File: src/hdl/oopg_pkg.sv
package oopg_pkg;

  localparam logic [2:0] CMD_AXES = 3'd0;
  localparam logic [2:0] CMD_EDGE = 3'd1;
  localparam logic [2:0] CMD_CUBE = 3'd2;
  localparam logic [2:0] CMD_AAB  = 3'd3;
  localparam logic [2:0] CMD_AB0  = 3'd4;
  localparam logic [2:0] CMD_ABC  = 3'd5;

  localparam logic [31:0] PI_Q30 = 32'hC90F_DAA2;

  typedef logic [1:0] slot_t;
  typedef slot_t [2:0] trip_t;

  localparam slot_t SLOT_Z = 2'd0;
  localparam slot_t SLOT_A = 2'd1;
  localparam slot_t SLOT_B = 2'd2;
  localparam slot_t SLOT_C = 2'd3;

  typedef struct packed {
    logic [2:0]  cmd;
    logic [30:0] a;
    logic [30:0] b;
    logic [31:0] w;
    logic        neg;
  } item_t;

  typedef struct packed {
    trip_t      slots;
    logic [2:0] neg;
  } point_t;

  function automatic trip_t trip(input slot_t sx, input slot_t sy, input slot_t sz);
    trip_t t;
    t[0] = sx;
    t[1] = sy;
    t[2] = sz;
    return t;
  endfunction

  function automatic trip_t perm1(input logic [3:0] p);
    trip_t t;
    case (p)
      4'd0:    t = trip(SLOT_Z, SLOT_A, SLOT_B);
      4'd1:    t = trip(SLOT_A, SLOT_Z, SLOT_B);
      4'd2:    t = trip(SLOT_A, SLOT_B, SLOT_Z);
      default: t = trip(SLOT_Z, SLOT_Z, SLOT_Z);
    endcase
    return t;
  endfunction

  function automatic trip_t perm3(input logic [2:0] p);
    trip_t t;
    case (p)
      3'd0:    t = trip(SLOT_A, SLOT_A, SLOT_B);
      3'd1:    t = trip(SLOT_A, SLOT_B, SLOT_A);
      3'd2:    t = trip(SLOT_B, SLOT_A, SLOT_A);
      default: t = trip(SLOT_Z, SLOT_Z, SLOT_Z);
    endcase
    return t;
  endfunction

  function automatic trip_t perm4(input logic [3:0] p);
    trip_t t;
    case (p)
      4'd0:    t = trip(SLOT_A, SLOT_B, SLOT_Z);
      4'd1:    t = trip(SLOT_B, SLOT_A, SLOT_Z);
      4'd2:    t = trip(SLOT_A, SLOT_Z, SLOT_B);
      4'd3:    t = trip(SLOT_B, SLOT_Z, SLOT_A);
      4'd4:    t = trip(SLOT_Z, SLOT_A, SLOT_B);
      4'd5:    t = trip(SLOT_Z, SLOT_B, SLOT_A);
      default: t = trip(SLOT_Z, SLOT_Z, SLOT_Z);
    endcase
    return t;
  endfunction

  function automatic trip_t perm5(input logic [2:0] p);
    trip_t t;
    case (p)
      3'd0:    t = trip(SLOT_A, SLOT_B, SLOT_C);
      3'd1:    t = trip(SLOT_A, SLOT_C, SLOT_B);
      3'd2:    t = trip(SLOT_B, SLOT_A, SLOT_C);
      3'd3:    t = trip(SLOT_B, SLOT_C, SLOT_A);
      3'd4:    t = trip(SLOT_C, SLOT_A, SLOT_B);
      3'd5:    t = trip(SLOT_C, SLOT_B, SLOT_A);
      default: t = trip(SLOT_Z, SLOT_Z, SLOT_Z);
    endcase
    return t;
  endfunction

  function automatic logic [2:0] sign_mask(input logic [2:0] i);
    logic [2:0] m;
    case (i)
      3'd0:    m = 3'd0;
      3'd1:    m = 3'd1;
      3'd2:    m = 3'd2;
      3'd3:    m = 3'd4;
      3'd4:    m = 3'd3;
      3'd5:    m = 3'd5;
      3'd6:    m = 3'd6;
      default: m = 3'd7;
    endcase
    return m;
  endfunction

  function automatic logic [2:0] cube_mask(input logic [2:0] i);
    logic [2:0] m;
    case (i)
      3'd0:    m = 3'd7;
      3'd1:    m = 3'd3;
      3'd2:    m = 3'd5;
      3'd3:    m = 3'd1;
      3'd4:    m = 3'd6;
      3'd5:    m = 3'd2;
      3'd6:    m = 3'd4;
      default: m = 3'd0;
    endcase
    return m;
  endfunction

  // signs over the two nonzero axes, first nonzero axis takes bit 0
  function automatic logic [2:0] pair_mask(input trip_t t, input logic [1:0] idx);
    logic [2:0] m;
    logic       sel;
    m   = 3'd0;
    sel = 1'b0;
    for (int ax = 0; ax < 3; ax++) begin
      if (t[ax] != SLOT_Z) begin
        m[ax] = idx[sel];
        sel   = 1'b1;
      end
    end
    return m;
  endfunction

  function automatic point_t point_map(input logic [2:0] cmd, input logic [5:0] k);
    point_t p;
    p.slots = trip(SLOT_Z, SLOT_Z, SLOT_Z);
    p.neg   = 3'd0;
    case (cmd)
      CMD_AXES: begin
        case (k[2:1])
          2'd0:    begin p.slots[0] = SLOT_A; p.neg[0] = k[0]; end
          2'd1:    begin p.slots[1] = SLOT_A; p.neg[1] = k[0]; end
          default: begin p.slots[2] = SLOT_A; p.neg[2] = k[0]; end
        endcase
      end
      CMD_EDGE: begin
        p.slots = perm1(k[5:2]);
        p.neg   = pair_mask(p.slots, k[1:0]);
      end
      CMD_CUBE: begin
        p.slots = trip(SLOT_A, SLOT_A, SLOT_A);
        p.neg   = cube_mask(k[2:0]);
      end
      CMD_AAB: begin
        p.slots = perm3(k[5:3]);
        p.neg   = sign_mask(k[2:0]);
      end
      CMD_AB0: begin
        p.slots = perm4(k[5:2]);
        p.neg   = pair_mask(p.slots, k[1:0]);
      end
      CMD_ABC: begin
        p.slots = perm5(k[5:3]);
        p.neg   = sign_mask(k[2:0]);
      end
      default: ;
    endcase
    return p;
  endfunction

  function automatic logic [5:0] orbit_len(input logic [2:0] cmd);
    logic [5:0] n;
    case (cmd)
      CMD_AXES: n = 6'd6;
      CMD_EDGE: n = 6'd12;
      CMD_CUBE: n = 6'd8;
      CMD_AAB:  n = 6'd24;
      CMD_AB0:  n = 6'd24;
      CMD_ABC:  n = 6'd48;
      default:  n = 6'd0;
    endcase
    return n;
  endfunction

endpackage

File: src/hdl/oopg_out_if.sv
interface oopg_out_if;
  logic        valid;
  logic        ready;
  logic [31:0] x_coord;
  logic [31:0] y_coord;
  logic [31:0] z_coord;
  logic [31:0] weight_out;
  logic        domain_flag;
  logic        last;

  modport source (output valid, x_coord, y_coord, z_coord, weight_out, domain_flag, last,
                  input ready);
  modport sink   (input valid, x_coord, y_coord, z_coord, weight_out, domain_flag, last,
                  output ready);
endinterface

File: src/hdl/oopg_expand.sv
module oopg_expand #(
  parameter int COORD_FRAC_BITS = 30
) (
  input  logic            clk,
  input  logic            rst_n,
  input  logic            tail_v,
  input  oopg_pkg::item_t tail_item,
  input  logic [31:0]     tail_root,
  output logic            adv,
  oopg_out_if.source      out_ch
);
  import oopg_pkg::*;

  localparam logic [31:0] ONE_LO = 32'(64'd1 << COORD_FRAC_BITS);

  logic        exp_v_r;
  logic        exp_v_nxt;
  logic [5:0]  k_r;
  logic [5:0]  k_nxt;
  logic [2:0]  cmd_r;
  logic [31:0] va_r;
  logic [31:0] vb_r;
  logic [31:0] vc_r;
  logic [31:0] w_r;
  logic        flag_r;

  point_t      pt;
  logic        last_pt;
  logic        out_fire;
  logic        free;
  logic        take;

  function automatic logic [31:0] coord(input slot_t s, input logic n,
                                        input logic [31:0] va, input logic [31:0] vb,
                                        input logic [31:0] vc);
    logic [31:0] v;
    case (s)
      SLOT_A:  v = va;
      SLOT_B:  v = vb;
      SLOT_C:  v = vc;
      default: v = 32'd0;
    endcase
    return n ? (32'd0 - v) : v;
  endfunction

  assign pt       = point_map(cmd_r, k_r);
  assign last_pt  = (k_r == 6'(orbit_len(cmd_r) - 6'd1));
  assign out_fire = exp_v_r && out_ch.ready;
  assign free     = !exp_v_r || (out_fire && last_pt);
  assign take     = tail_v && free;
  assign adv      = !tail_v || free;

  always_comb begin
    exp_v_nxt = exp_v_r;
    k_nxt     = k_r;
    if (take) begin
      exp_v_nxt = (tail_item.cmd <= CMD_ABC);
      k_nxt     = 6'd0;
    end else if (out_fire) begin
      k_nxt = k_r + 6'd1;
      if (last_pt) begin
        exp_v_nxt = 1'b0;
      end
    end
  end

  always_ff @(posedge clk) begin
    if (!rst_n) begin
      exp_v_r <= 1'b0;
      k_r     <= 6'd0;
    end else begin
      exp_v_r <= exp_v_nxt;
      k_r     <= k_nxt;
    end
  end

  always_ff @(posedge clk) begin
    if (take) begin
      cmd_r  <= tail_item.cmd;
      va_r   <= (tail_item.cmd == CMD_AXES) ? ONE_LO : {1'b0, tail_item.a};
      vb_r   <= (tail_item.cmd == CMD_ABC) ? {1'b0, tail_item.b} : tail_root;
      vc_r   <= tail_root;
      w_r    <= tail_item.w;
      flag_r <= tail_item.neg;
    end
  end

  assign out_ch.valid       = exp_v_r;
  assign out_ch.x_coord     = coord(pt.slots[0], pt.neg[0], va_r, vb_r, vc_r);
  assign out_ch.y_coord     = coord(pt.slots[1], pt.neg[1], va_r, vb_r, vc_r);
  assign out_ch.z_coord     = coord(pt.slots[2], pt.neg[2], va_r, vb_r, vc_r);
  assign out_ch.weight_out  = w_r;
  assign out_ch.domain_flag = flag_r;
  assign out_ch.last        = last_pt;

endmodule
File: src/flat_wrapper.sv
// flat-port wrapper written by rule: the top's interface ports become plain ports
module oopg_expand_flat import oopg_pkg::*;
#(
  parameter int COORD_FRAC_BITS = 30
)
  (clk, rst_n, tail_v, tail_item, tail_root, adv, out_ch_valid, out_ch_x_coord, out_ch_y_coord, out_ch_z_coord, out_ch_weight_out, out_ch_domain_flag, out_ch_last, out_ch_ready);
  oopg_out_if out_ch_i ();
  input  logic clk;
  input  logic rst_n;
  input  logic tail_v;
  input  oopg_pkg::item_t tail_item;
  input  logic [31:0] tail_root;
  output logic adv;
  output wire logic [$bits(out_ch_i.valid)-1:0] out_ch_valid;
  output wire logic [$bits(out_ch_i.x_coord)-1:0] out_ch_x_coord;
  output wire logic [$bits(out_ch_i.y_coord)-1:0] out_ch_y_coord;
  output wire logic [$bits(out_ch_i.z_coord)-1:0] out_ch_z_coord;
  output wire logic [$bits(out_ch_i.weight_out)-1:0] out_ch_weight_out;
  output wire logic [$bits(out_ch_i.domain_flag)-1:0] out_ch_domain_flag;
  output wire logic [$bits(out_ch_i.last)-1:0] out_ch_last;
  input wire logic [$bits(out_ch_i.ready)-1:0] out_ch_ready;
  assign out_ch_valid = out_ch_i.valid;
  assign out_ch_x_coord = out_ch_i.x_coord;
  assign out_ch_y_coord = out_ch_i.y_coord;
  assign out_ch_z_coord = out_ch_i.z_coord;
  assign out_ch_weight_out = out_ch_i.weight_out;
  assign out_ch_domain_flag = out_ch_i.domain_flag;
  assign out_ch_last = out_ch_i.last;
  assign out_ch_i.ready = out_ch_ready;
  oopg_expand #(.COORD_FRAC_BITS(COORD_FRAC_BITS)) u_core (.clk(clk), .rst_n(rst_n), .tail_v(tail_v), .tail_item(tail_item), .tail_root(tail_root), .adv(adv), .out_ch(out_ch_i));
endmodule
File: config.mk
export PLATFORM = sky130hd
export DESIGN_NAME = oopg_expand_flat
export DESIGN_NICKNAME = d
export VERILOG_FILES = /design/src/hdl/oopg_pkg.sv /design/src/hdl/oopg_out_if.sv /design/src/hdl/oopg_expand.sv /design/src/flat_wrapper.sv
export SDC_FILE = /design/constraint.sdc
export NUM_CORES = 1
export LEC_CHECK = 0
export ABC_AREA = 1
export BUFFER_PORTS_ARGS = -buffer_cell sky130_fd_sc_hd__buf_2
export CORE_MARGIN = 5
export CORE_UTILIZATION = 36
export CTS_CLUSTER_SIZE = 16
export DETAILED_ROUTE_END_ITERATION = 7
export PLACE_DENSITY_LB_ADDON = 0.12
export SKIP_LAST_GASP = 1
export SLEW_MARGIN = 20
export SYNTH_ARGS = -nofsm -noshare
export SYNTH_HDL_FRONTEND = slang
export SYNTH_SLANG_ARGS = --single-unit
File: constraint.sdc
create_clock -name clk -period 13.9 [get_ports clk]
set_input_delay 2.78 -clock clk [delete_from_list [all_inputs] [get_ports clk]]
set_output_delay 2.78 -clock clk [all_outputs]
set_load 0.01 [all_outputs]
==> results.ini <==
[outcome]
status=finished, final reports clean

[global_route]
top_usage_layer=met2
grtUsageMet1=0.366
antenna_found_initial=0
use_met3=0.0534
gr-total-overflow=0
grt.met2_usage=0.382
grt_pass1_wl_um=66000
grt_pass1_vias=11000
grt_max_degree=80
grt_use_total=0.251

[routing]
dr_total_vias=11800
drt_iter0_drc=1122
finalWirelength_um=43800
drtPass1Iterations=5
routedWlPerCell_um=19.2
drcViolationCount=0
via_per_inst=5.17
ant_nets=0

[yosys]
synth_top_area_cell=edfxtp_1
yosysMostFrequentCell=nand2_1
syn_area_um2=11100
synth_seq_cells=138
netlist_top_cells_count=580 x nand2_1, 266 x nand3_1, 210 x nor2_1
synth_nets=1780
yosys.area.top_type_share=0.354
ys_warn_count=0
syn_area_per_cell_um2=6.79
synth_cells=1637
seq_area_frac_synth=0.367
synth_edf_count=131
synth_cell_types=48
synth-main-ff-cell=edfxtp_1
async_flop_share=0
synthTopCellsByArea=edfxtp_1 35%, nand2_1 20%, nand3_1 12%

[placement]
dp_hpwl_um=35400
gp_congestion=0.989
numPortBuffers=265

[final_layout]
nets=2019
multi_input_area_um2=6150
diodes=0
drive_gt1_frac=0.211
regArea_um2=4070
fillerInstances=3255
area_growth_pct=19.8

[timing]
max_freq_mhz=142
fin_setup_tns_ns=0
tightest_slew_ns=1.05
rsz0062_at_grt=false
finalSetupViolCount=0
period_share=0.508
finalMaxSlewViolations=0
skew_ns=0.0175
hold_violations=0
slew_headroom=0.300
layout_min_cycle_time_ns=7.06

[clock_network]
cts.repair.resized=0
clk_latency_ns=0.43
cts-buffers-inserted=17
post-cts-setup-buffer-count=0
holdBufCountCts=0
clk_pin_slew_ns=0.08
htree_num_levels=4
clk_path_buf_depth=2
root_buffer=clkbuf_16
cts_tree=yes
cts.sinks=138

[critical_path]
crit_path_end_kind=output port
arrival_ns=4.28
cp_max_fo=46
reg2reg_slack_ns=9.39
cp-start-kind=flop
crit_path_start=u_core.k_r[2]
rr_worst_depth=15
worstReg2RegStart=u_core.cmd_r[2]
required_ns=11.12
timing.rr.end=u_core.va_r[27]
crit_type=reg -> out
endpoint=out_ch_y_coord[20]

[floorplan]
dieArea_um2=34500
die_h_um=186
io_pins=266
core_um2=30500
die_width_um=186
rows=64
initial_core_util=0.364

[min_path]
hold_path_class=reg -> reg

[power]
total_power_uw=1490
p_leak_uw=0.00681
peakVddDrop_v=0.0000658
p_per_area_nw_per_um2=112

[flow_run]
maxCapViolCount=0

[cells by family (layout without fill, tap and decap cells)]
kind of cell | after synthesis | count (layout) | synth area share
and+or+nand+nor | 1159 | 1159 | 0.461
buffers and inverters | 207 | 459 | 0.0800
DFF | 138 | 138 | 0.367
AOI/OAI and AO/OA | 63 | 63 | 0.0340
xor gates and xnor gates | 61 | 61 | 0.0481
adders and majority gates | 9 | 9 | 0.0101
[per-stage QoR]
stage	utilization	area [um^2]	hold slack (ns)	cells	setup slack (ns)
global route	0.436	13300	0.599	2285	6.44
floorplan	-	11100	0.520	1637	7.88
CTS	0.436	13300	0.553	2285	6.85
global placement	0.416	12700	0.526	2253	7.38
finish	0.436	13300	0.556	2285	6.84
detailed placement	0.416	12700	0.539	2253	7.35
[metal layers]
metal | routed length [um] | part of all wire | up-vias
li1 | - | - | 5790
met1 | 19900 | 0.45 | 5423
met2 | 19000 | 0.43 | 558
met3 | 4120 | 0.094 | 42
met4 | 753 | 0.017 | 0
met5 | 0 | 0 | -
[placed cells by master (no fill, tap or decap), types with 3 or more instances in the layout]
cell,n
nand2_1,580
nand3_1,266
buf_2,265
nor2_1,210
inv_1,136
edfxtp_1,131
xor2_1,45
nor2_2,22
nand4_1,22
o21ai_0,20
nand3_2,18
clkbuf_16,17
xnor2_1,16
nand2_2,14
inv_2,13
o21ai_1,11
a21oi_1,10
buf_4,10
nor2_4,9
ha_1,9
dfxtp_1,7
o211ai_1,5
clkinv_8,5
inv_8,4
inv_4,3
nand3b_1,3
o21ai_2,3
inv_6,3
[critical path, stage by stage (launching register included)]
cell and delay, ns:
dfxtp_1 0.46, inv_1 0.34, nand2_1 0.09, nand2_1 0.10, inv_1 0.06, nand3_1 0.12, nand3_4 0.41, inv_4 0.32
nor2_2 0.15, nand2_1 0.11, nand2_1 0.06, nor2_1 0.22, ha_1 0.22, nand4_1 0.11, nor2_2 0.19, nand3_1 0.12
nand2_2 0.18, nand2_1 0.14, nor2_1 0.12, nand2_1 0.06, nand2_1 0.12, buf_2 0.15
[layout make-up]
type                    instances  area share
flip-flops and latches        138       0.306
multi-input cells            1292       0.462
clock inverters                15      0.0134
repair buffers                275       0.105
clock buffers                  17      0.0320
inverters                     152      0.0434
well taps                     396      0.0372
[worst min-delay path by stage]
stage                             start                  end  slack [ns]  depth (start not counted)
finish              u_core.out_ch.valid  u_core.out_ch.valid        0.56                          2
global route        u_core.out_ch.valid  u_core.out_ch.valid        0.60                          2
CTS                 u_core.out_ch.valid  u_core.out_ch.valid        0.55                          2
detailed placement  u_core.out_ch.valid  u_core.out_ch.valid        0.54                          2
global placement    u_core.out_ch.valid  u_core.out_ch.valid        0.53                          2
floorplan                 u_core.k_r[0]        u_core.k_r[0]        0.52                          2
[state kept, by name (all words and copies together), names as in the netlist]
signal	flops
u_core.cmd_r	3
u_core.out_ch.valid	1
u_core.vb_r	32
u_core.out_ch.weight_out	32
u_core.vc_r	32
u_core.k_r	6
u_core.va_r	31
u_core.out_ch.domain_flag	1
[power breakdown]
group	internal (uW)	leakage [uW]	switching, uW
Combinational	165	0.00521	340
Clock	243	0.000290	219
Sequential	488	0.00132	34.0
Total	896	0.00681	593
Note: power is estimated with default switching activity, not from simulation.
